### src/hdl/spatial_equal_power_pan_macros.svh
// assertion helpers
`ifndef SPATIAL_EQUAL_POWER_PAN_MACROS_SVH
`define SPATIAL_EQUAL_POWER_PAN_MACROS_SVH
`define SEPP_ASSERT_IMP(lbl, ante, cons, msg) \
	lbl: assert property (@(posedge clk) disable iff (!arst_n) (ante) |-> (cons)) else $error(msg);
`define SEPP_ASSERT_NXT(lbl, ante, cons, msg) \
	lbl: assert property (@(posedge clk) disable iff (!arst_n) (ante) |=> (cons)) else $error(msg);
`endif

### src/hdl/sepp_pkg.sv
package sepp_pkg;
	localparam int unsigned TBL_BITS = 10;
	localparam int unsigned TBL_SIZE = 1 << TBL_BITS;
	localparam logic [16:0] Q15_ONE = 17'd32768;
	localparam int unsigned Q_DEPTH = 4;
	localparam int unsigned SQ_BITS = 32;

	typedef enum logic [0:0] {
		REG_PAN_WIDTH = 1'b0,
		REG_AXIS_EPS  = 1'b1
	} reg_idx_t;

	// classified transaction handed from front to back
	typedef struct packed {
		logic        neg_x;
		logic        behind;
		logic        centred;
		logic [15:0] ax;
		logic [15:0] az;
		logic [16:0] gain;
		logic [16:0] width;
		logic [7:0]  eps;
	} item_t;

	typedef struct packed {
		logic wr;
		logic rd;
		logic empty;
		logic full;
	} q_ctl_t;

	// Q15 quarter sine, computed with an integer series
	function automatic logic [15:0] quarter_sine(input int unsigned k);
		longint unsigned x, x2, f, r;
		x  = (longint'(k) * 64'd1686629713) >> TBL_BITS;
		x2 = (x * x) >> 30;
		f  = 64'd1073741824 - x2 / 110;
		f  = 64'd1073741824 - ((x2 * f) >> 30) / 72;
		f  = 64'd1073741824 - ((x2 * f) >> 30) / 42;
		f  = 64'd1073741824 - ((x2 * f) >> 30) / 20;
		f  = 64'd1073741824 - ((x2 * f) >> 30) / 6;
		r  = (x * f) >> 30;
		r  = (r + 64'd16384) >> 15;
		if (r > 64'd32768)
			r = 64'd32768;
		return r[15:0];
	endfunction
endpackage

### src/hdl/sepp_front.sv
module sepp_front (
	input  logic                 clk,
	input  logic                 arst_n,
	input  logic                 start,
	input  logic signed [15:0]   side_pos,
	input  logic signed [15:0]   forward_pos,
	input  logic [15:0]          source_gain,
	input  logic [15:0]          pan_width_q,
	input  logic [7:0]           axis_eps_q,
	output logic                 vld_s1,
	output sepp_pkg::item_t      item_s1
);
	logic [15:0] ax, az;
	always_comb begin
		ax = side_pos[15] ? 16'(-side_pos) : side_pos;
		az = forward_pos[15] ? 16'(-forward_pos) : forward_pos;
	end
	logic [31:0] r2, e2;
	always_comb begin
		r2 = 32'(ax) * 32'(ax) + 32'(az) * 32'(az);
		e2 = 32'(axis_eps_q) * 32'(axis_eps_q);
	end
	always_ff @(posedge clk or negedge arst_n) begin
		if (!arst_n)
			vld_s1 <= 1'b0;
		else
			vld_s1 <= start;
	end
	always_ff @(posedge clk) begin
		item_s1.neg_x   <= side_pos[15];
		item_s1.behind  <= forward_pos[15];
		item_s1.centred <= (r2 == 32'd0) || (r2 < e2);
		item_s1.ax      <= ax;
		item_s1.az      <= az;
		item_s1.gain    <= ({1'b0, source_gain} > sepp_pkg::Q15_ONE) ?
			sepp_pkg::Q15_ONE : {1'b0, source_gain};
		item_s1.width   <= ({1'b0, pan_width_q} > sepp_pkg::Q15_ONE) ?
			sepp_pkg::Q15_ONE : {1'b0, pan_width_q};
		item_s1.eps     <= axis_eps_q;
	end
endmodule

### config.mk
export PLATFORM = sky130hd
export DESIGN_NAME = sepp_front
export DESIGN_NICKNAME = d
export VERILOG_FILES = /design/src/hdl/spatial_equal_power_pan_macros.svh /design/src/hdl/sepp_pkg.sv /design/src/hdl/sepp_front.sv
export SDC_FILE = /design/constraint.sdc
export NUM_CORES = 1
export LEC_CHECK = 0
export ABC_AREA = 1
export BUFFER_PORTS_ARGS = -buffer_cell sky130_fd_sc_hd__buf_2
export CORE_MARGIN = 2
export CORE_UTILIZATION = 30
export DETAILED_ROUTE_END_ITERATION = 16
export PLACE_DENSITY = 0.53
export SLEW_MARGIN = 20
export SYNTH_ARGS = -nofsm -noshare
export SYNTH_HDL_FRONTEND = slang
export SYNTH_SLANG_ARGS = --single-unit
### constraint.sdc
create_clock -name clk -period 0.8 [get_ports clk]
set_input_delay 0 -clock clk [delete_from_list [all_inputs] [get_ports clk]]
set_output_delay 0 -clock clk [all_outputs]
set_load 0.1 [all_outputs]
==> flow_metrics.py, run 1 <==
metrics = {
    "yosys": {
        "synth_warnings": 0,
        "synth-seq-area-share_pct": 7.87,
        "yosysUniqueCellTypes": 44,
        "synth_top_area_share_pct": 42.9,
        "yosys.cell_count.top_type": "inv_1",
        "synth.area.top_cells": "fa_1, ha_1, inv_1",
        "synth_top_flop_cell": "dfxtp_1",
        "synth_seq_cells": 76,
        "synth_edf_count": 0,
        "synth_common_cells": "inv_1, fa_1, nand2_1, ha_1, nor2_1",
        "avgSynthCellArea_um2": 8.44,
        "yosysTopAreaCell": "fa_1",
        "syn_inst": 2297,
        "synth_area_um2": 19400,
        "ys_async_sr_fraction_pct": 1.32,
    },
    "finish": {
        "syn2layout_area_growth_pct": 46.4,
        "final_cell_area_um2": 28400,
        "drive_gt1_share_pct": 32.6,
        "n_fill_cell": 6182,
        "nNetsFinal": 3734,
        "final_core_util_pct": 44.3,
    },
    "floorplan": {
        "start_util_pct": 30.2,
        "coreArea_um2": 64100,
        "ios": 153,
        "std_cell_rows": 93,
        "die_x_um": 258,
        "die_h_um": 258,
        "die_area_um2": 66700,
    },
    "routing": {
        "wirelength_um": 57000,
        "wl_met1_um": 24700,
        "wl_met3_um": 2550,
        "top_layer_used": "met4",
        "viasPerCell": 4.38,
        "wl_per_cell_um": 14.7,
        "route.detailed.drc": 0,
        "dr_total_vias": 17000,
        "wl_met2_um": 28300,
        "route.antenna.remaining_nets": 0,
        "dr.pass1.iters": 5,
        "drt_first_iter_violations": 829,
    },
    "run": {
        "drv_cap": 0,
    },
    "cts": {
        "cts.clk_slew.worst_paths_ps": 100,
        "cts_tree": "built",
        "clock_sink_count": 76,
        "cts_buffer_depth": 2,
        "cts_buffers": 9,
        "root_buffer": "clkbuf_16",
        "clock_tree.htree_level_count": 3,
    },
    "timing": {
        "fin_crit_ps": 7250,
        "rsz0062_at_grt": "true",
        "fmax_mhz": 138,
        "finalCritPeriodShare_pct": 907,
        "hold_viol": 0,
        "holdWs_ps": 58.7,
        "setup_violations": 99,
        "layout_setup_ws_ps": -6450,
        "finalMaxSlewViolations": 0,
    },
    "global_routing": {
        "grt_start_max_net_pins": 20,
        "antenna_found_initial": 1,
        "grt_pass1_wl_um": 94900,
        "grt_pass1_vias": 18600,
        "overflow": 0,
        "grt_use_total_pct": 18.1,
    },
    "worst_setup_path": {
        "path_max_fanout": 5,
        "cp_slowest_cell": "fa_1",
        "cpMostUsedCell": "fa_1",
        "start_kind": "primary input",
        "path_class": "primary input to flop",
        "critPathCaptureType": "flop",
        "cp_data_arrival_time_ps": 7600,
        "cp.required_ps": 1150,
        "critPathMaxStageDelay_ps": 580,
    },
    "status": {
        "status": "finished, violations left",
        "violations": "setup timing",
    },
    "place": {
        "dpl_cell_area_um2": 26200,
        "port_buffers": 150,
        "gp_congestion": 0.957,
        "dp_hpwl_um": 50300,
    },
    "worst_hold_path": {
        "hp-class": "primary input to flop",
    },
}
[final timing paths]
| kind | end | cells after the start | start | slack [ps] |
|---|---|---|---|---|
| min in group asynchronous | vld_s1 | 3 | arst_n | 440 |
| max in group asynchronous | vld_s1 | 3 | arst_n | 240 |
| min | item_s1[54] | 4 | forward_pos[12] | 60 |
| max | item_s1[74] | 36 | side_pos[1] | -6450 |
[area by class of cell]
class | instances | area, um^2 | share of cell area [%]
clock buffer | 9 | 225 | 0.793
timing repair buffer | 725 | 6810 | 24.0
sequential | 76 | 1620 | 5.71
clock inverter | 7 | 63.8 | 0.225
tap | 855 | 1070 | 3.77
multi-input combinational | 1548 | 16000 | 56.5
inverter | 658 | 2570 | 9.05
antenna | 1 | 2.50 | 0.00882
[critical path: cells and delay by family]
kind,cells,cell delay (ps)
fa+ha+maj,9,4500
buf+inv,8,860
xor+xnor,1,290
simple gates,18,1960
[metrics by stage]
stage / setup TNS (ps) / setup slack [ps] / instances
final: -20550 / -6450 / 3879
after global routing: -24690 / -6800 / 3879
after CTS: -20680 / -6470 / 3842
after detailed placement: -29810 / -7250 / 3747
after global placement: -29480 / -7240 / 3747
after floorplan: -12220 / -6510 / 2322
[kinds of logic after synthesis]
group	count (synthesis)	share of synthesized area, %
AOI/OAI and AO/OA	97	2.80
xor gates and xnor gates	36	1.90
adders and majority gates	641	57.4
buffers and inverters	698	13.7
DFF	76	7.87
other	2	0.0387
and+or+nand+nor	747	16.3
[cell usage in the layout, fill, tap and decap left out, types with 11 or more instances in the layout]
cell,count
inv_1,606
buf_4,453
fa_1,406
nand2_1,338
ha_1,211
nor2_1,185
buf_12,87
dfxtp_2,74
buf_6,65
buf_2,64
nand3_1,51
nand2_2,48
dlygate4sd3_1,46
a21oi_1,33
inv_2,30
conb_1,27
o21ai_0,25
xor2_1,22
nand4_1,21
nor2_4,19
nor2_2,15
ha_4,15
nor3_1,14
nand2_4,12
inv_4,11
[flip-flops by register name (all words and copies together) (netlist names)]
name	flops
item_s1	75
vld_s1	1
[routing by layer]
metal | track usage [%] | vias up
li1 | - | 8147
met1 | 23.6 | 8429
met2 | 31.1 | 342
met3 | 2.48 | 59
met4 | 5.36 | 0
met5 | 0 | -
[what timing repair did]
action,in CTS,in global routing
endpoints found under the hold margin,45,0
hold buffers,46,0
resized for setup,162,86
pin swaps,78,50
setup endpoints to repair,99,101
setup buffers,35,43
Power of run 1 is not shown: default switching activity piles up to over one toggle a cycle in this logic, so the estimate is an artifact.
==> inputs of run 2 (changes only) <==
CTS_BUF_LIST = sky130_fd_sc_hd__clkbuf_2   (was default)
==> run 2 against run 1 <==
The flow finishes with violations (hold timing, setup timing). Sequential cell count unchanged. Hold slack worse by 740 ps. Critical path depth unchanged. Cell area down 2.3%. Clock-buffer cell count unchanged. Via count down 1.0%. Cell count about the same. Largest cell class unchanged.
==> flow_metrics.py, run 2 (synthesis gave the netlist of run 1 again) <==
metrics = {
    "finish": {
        "largest_register_ffs": 75,
        "final_cells": 3881,
        "top_regs": "item_s1: 75 flops, vld_s1: 1 flops",
        "nNetsFinal": 3732,
        "final_core_util_pct": 43.3,
        "final_cell_mix": "inv_1, buf_4, fa_1, nand2_1, ha_1",
        "final_common_cell": "inv_1",
        "regMostFlops": "item_s1",
        "drive_gt1_share_pct": 30.2,
        "n_fill_cell": 6240,
        "syn2layout_area_growth_pct": 43.1,
    },
    "worst_setup_path": {
        "cp_slowest_cell": "fa_1",
        "cp_data_arrival_time_ps": 7610,
        "critPathCaptureType": "flop",
        "cpMostUsedCell": "fa_1",
        "critPathMaxStageDelay_ps": 620,
        "start_kind": "primary input",
        "path_max_fanout": 4,
        "cp.required_ps": 1630,
        "path_class": "primary input to flop",
    },
    "floorplan": {
        "coreArea_um2": 64100,
        "die_area_um2": 66700,
        "ios": 153,
        "start_util_pct": 30.2,
        "std_cell_rows": 93,
        "die_h_um": 258,
        "die_x_um": 258,
    },
    "timing": {
        "finalCritPeriodShare_pct": 848,
        "rsz0062_at_grt": "true",
        "fmax_mhz": 147,
        "fin_crit_ps": 6780,
        "setup_violations": 79,
        "holdWs_ps": -683,
        "finalMaxSlewViolations": 0,
        "layout_setup_ws_ps": -5980,
        "hold_viol": 25,
    },
    "cts": {
        "cts.clk_slew.worst_paths_ps": 420,
        "clock_tree.htree_level_count": 3,
        "cts_buffers": 9,
        "cts_hold_buf": 88,
        "clock_sink_count": 76,
        "cts_tree": "built",
        "cts_buffer_depth": 2,
        "root_buffer": "clkbuf_2",
    },
    "place": {
        "dp_cells": 3747,
        "port_buffers": 150,
        "dp_hpwl_um": 50300,
        "place_ws_ps": -7250,
        "gp_congestion": 0.957,
    },
    "routing": {
        "viasPerCell": 4.33,
        "dr_total_vias": 16800,
        "drt_first_iter_violations": 789,
        "wirelength_um": 56300,
        "dr.pass1.iters": 5,
        "route.detailed.drc": 0,
        "wl_per_cell_um": 14.5,
        "route.antenna.remaining_nets": 0,
    },
    "run": {
        "drv_cap": 0,
    },
    "global_routing": {
        "use_met2_pct": 30.8,
        "grt_pass1_wl_um": 94500,
        "use_met3_pct": 2.85,
        "grt_use_total_pct": 18.0,
        "grt_pass1_vias": 18600,
        "grt_busiest_layer": "met2",
        "overflow": 0,
        "grt_start_max_net_pins": 20,
        "antenna_found_initial": 2,
        "use_met1_pct": 23.5,
    },
    "status": {
        "violations": "hold timing, setup timing",
        "status": "finished, violations left",
    },
    "worst_hold_path": {
        "hp-class": "primary input to flop",
    },
}
-- run 2: changes by cell type in the layout (fill, tap and decap cells not counted), sizes merged --
cell          delta
clkinv           +1
buf             -44
diode            +4
dlygate4sd3     +40
inv              -2
dlymetal6s4s     +2
bufinv           +1
-- run 2: final timing paths --
path / cells after the start / to / startpoint
min in group asynchronous: 4 / vld_s1 / arst_n
setup / recovery: 36 / item_s1[74] / side_pos[1]
hold / removal: 1 / item_s1[76] / side_pos[15]
max in group asynchronous: 4 / vld_s1 / arst_n
-- run 2: stage by stage --
| step | TNS (ps) | cell area [um^2] |
|---|---|---|
| finish | -48160 | 27700 |
| detailed placement | -29810 | 26200 |
| global placement | -29480 | 26200 |
| global route | -55510 | 27700 |
| CTS | -57730 | 27600 |
| floorplan | -12220 | 20000 |
-- run 2: final cells by class --
class                   instances  area (um^2)  area share, %
clock inverters                 7         63.8          0.230
multi-input cells            1548        15800           56.9
inverters                     658         2570           9.28
clock buffers                   9         45.0          0.162
flip-flops and latches         76         1620           5.84
repair buffers                723         6560           23.6
well taps                     855         1070           3.86
diodes                          5         12.5         0.0451
-- run 2: per-layer routing --
metal | up-vias | part of all wire [%]
li1 | 8139 | -
met1 | 8257 | 43
met2 | 341 | 49
met3 | 65 | 4.9
met4 | 2 | 2.7
met5 | - | 0.023
-- run 2: worst max-delay path: cells and delay by family --
| kind | cells | cell delay [ps] |
|---|---|---|
| simple gates | 15 | 1750 |
| buf+inv | 9 | 940 |
| compound gates | 2 | 320 |
| fa+ha+maj | 10 | 4570 |
-- run 2: what timing repair did --
item                       4_1_cts  5_1_grt
setup endpoints to repair       77      105
pin swaps                       71       17
gates resized for setup         73       25
hold endpoints to repair        77       27
setup buffers                   18        8
Power of run 2 is left out for the same reason.
==> inputs of run 3 (changes only) <==
CTS_BUF_LIST = sky130_fd_sc_hd__clkbuf_8   (was sky130_fd_sc_hd__clkbuf_2)
==> run 3 against run 2 <==
The flow finishes with violations (setup timing). Routed wire length rose by 1.6%. Die area did not move. Cell count fell by 0.18%. Non-clock buffer count fell by 4. Core utilization rose by 0.72 points. First-iteration DRC count rose by 15%. Hold slack improved by 700 ps. Setup slack got worse by 420 ps. Sequential cell count did not move. Critical path type unchanged. Critical endpoint unchanged. Largest cell class unchanged. Highest routed layer is now met4.
==> flow_metrics.py, run 3 (synthesis gave the netlist of run 1 again) <==
metrics = {
    "cts": {
        "cts_buffer_depth": 2,
        "cts_buffers": 9,
        "clock_tree.htree_level_count": 3,
        "root_buffer": "clkbuf_8",
        "cts_tree": "built",
        "clock_sink_count": 76,
        "cts.clk_slew.worst_paths_ps": 140,
        "cts_hold_buf": 47,
    },
    "worst_setup_path": {
        "cp.required_ps": 1220,
        "cp_top_family": "adder cells",
        "critPathMaxStageDelay_ps": 560,
        "cpMostUsedCell": "fa_1",
        "start_kind": "primary input",
        "path_class": "primary input to flop",
        "critPathCaptureType": "flop",
        "cp_data_arrival_time_ps": 7620,
        "cp_slowest_cell": "fa_1",
        "crit_buf_inv": 13,
        "path_max_fanout": 8,
    },
    "place": {
        "dpl_cell_area_um2": 26200,
        "dp_hpwl_um": 50300,
        "dp_cells": 3747,
        "gp_congestion": 0.957,
        "port_buffers": 150,
    },
    "finish": {
        "n_fill_cell": 6207,
        "largest_register_ffs": 75,
        "final_core_util_pct": 44.0,
        "regMostFlops": "item_s1",
        "final_common_cell": "inv_1",
        "final_cell_area_um2": 28200,
        "drive_gt1_share_pct": 32.6,
        "final_cell_mix": "inv_1, buf_4, fa_1, nand2_1, ha_1",
        "top_regs": "item_s1: 75 flops, vld_s1: 1 flops",
        "final_cells": 3874,
        "nNetsFinal": 3728,
        "syn2layout_area_growth_pct": 45.5,
    },
    "routing": {
        "viasPerCell": 4.38,
        "dr.pass1.iters": 5,
        "dr_total_vias": 17000,
        "route.antenna.remaining_nets": 0,
        "route.detailed.drc": 0,
        "drt_first_iter_violations": 911,
        "wl_per_cell_um": 14.8,
        "wirelength_um": 57200,
    },
    "floorplan": {
        "std_cell_rows": 93,
        "die_x_um": 258,
        "coreArea_um2": 64100,
        "ios": 153,
        "die_h_um": 258,
        "start_util_pct": 30.2,
        "die_area_um2": 66700,
    },
    "global_routing": {
        "overflow": 0,
        "grt_use_total_pct": 18.0,
        "grt_start_max_net_pins": 20,
        "grt_pass1_vias": 18500,
        "antenna_found_initial": 2,
        "grt_pass1_wl_um": 94500,
    },
    "timing": {
        "timing.setup.tns_ps": -23790,
        "layout_setup_ws_ps": -6410,
        "setup_violations": 93,
        "finalCritPeriodShare_pct": 901,
        "fmax_mhz": 139,
        "max_slew_margin_pct": 64.0,
        "tightest_slew_ps": 536,
        "fin_crit_ps": 7210,
        "hold_viol": 0,
        "rsz0062_at_grt": "true",
        "finalMaxSlewViolations": 0,
    },
    "run": {
        "drv_cap": 0,
    },
    "worst_hold_path": {
        "hold-path-endpoint": "item_s1[54]",
        "hold_start": "forward_pos[12]",
        "hp-class": "primary input to flop",
        "hold-path-cell-count": 4,
    },
    "status": {
        "status": "finished, violations left",
        "violations": "setup timing",
    },
}
run 3: changes by cell type in the layout (fill, tap and decap cells not counted), sizes merged:
cell | previous run | this run
bufinv | 1 | 0
dlymetal6s4s | 2 | 1
dlygate4sd3 | 86 | 46
clkinv | 4 | 3
diode | 5 | 2
inv | 654 | 656
buf | 635 | 672
run 3: cell type report:
type                    instances  area (um^2)  area share, %
well taps                     855         1070           3.79
multi-input cells            1548        16000           56.8
inverters                     658         2570           9.11
diodes                          2         5.00         0.0177
flip-flops and latches         76         1620           5.75
clock inverters                 7         63.8          0.226
repair buffers                719         6730           23.9
clock buffers                   9          124          0.439
run 3: through the flow:
stage / hold WS, ps / setup WS (ps)
global placement: -226 / -7240
floorplan: -296 / -6510
finish: 11.6 / -6410
CTS: -51.5 / -6380
global route: 11.5 / -6760
detailed placement: -225 / -7250
run 3: worst max-delay path by stage:
| stage | start | endpoint | slack (ps) | cells past startpoint |
|---|---|---|---|---|
| final | side_pos[0] | item_s1[74] | -6410 | 41 |
| after global routing | side_pos[0] | item_s1[74] | -6760 | 44 |
| after CTS | side_pos[0] | item_s1[74] | -6380 | 45 |
| after detailed placement | side_pos[0] | item_s1[74] | -7250 | 42 |
| after global placement | side_pos[0] | item_s1[74] | -7240 | 44 |
| after floorplan | side_pos[0] | item_s1[74] | -6510 | 46 |
run 3: worst min-delay path, cell delays in order:
cell,delay [ps]
buf_2,100
nand2_1,60
nand2_2,80
buf_8,150
run 3: routing by layer:
metal,global-route usage [%],wire [um]
met4,6.04,1630
met1,23.7,25100
met3,2.42,2350
met2,30.6,28100
met5,0,0
run 3: timing repair:
action                                  in CTS  in global routing
buffers inserted                            31                 36
gates resized for setup                    133                115
endpoints found under the hold margin       53                  1
pin swaps                                   74                 55
endpoints found under the setup margin      99                125
gates cloned                                 0                  1
Power of run 3 is left out for the same reason.
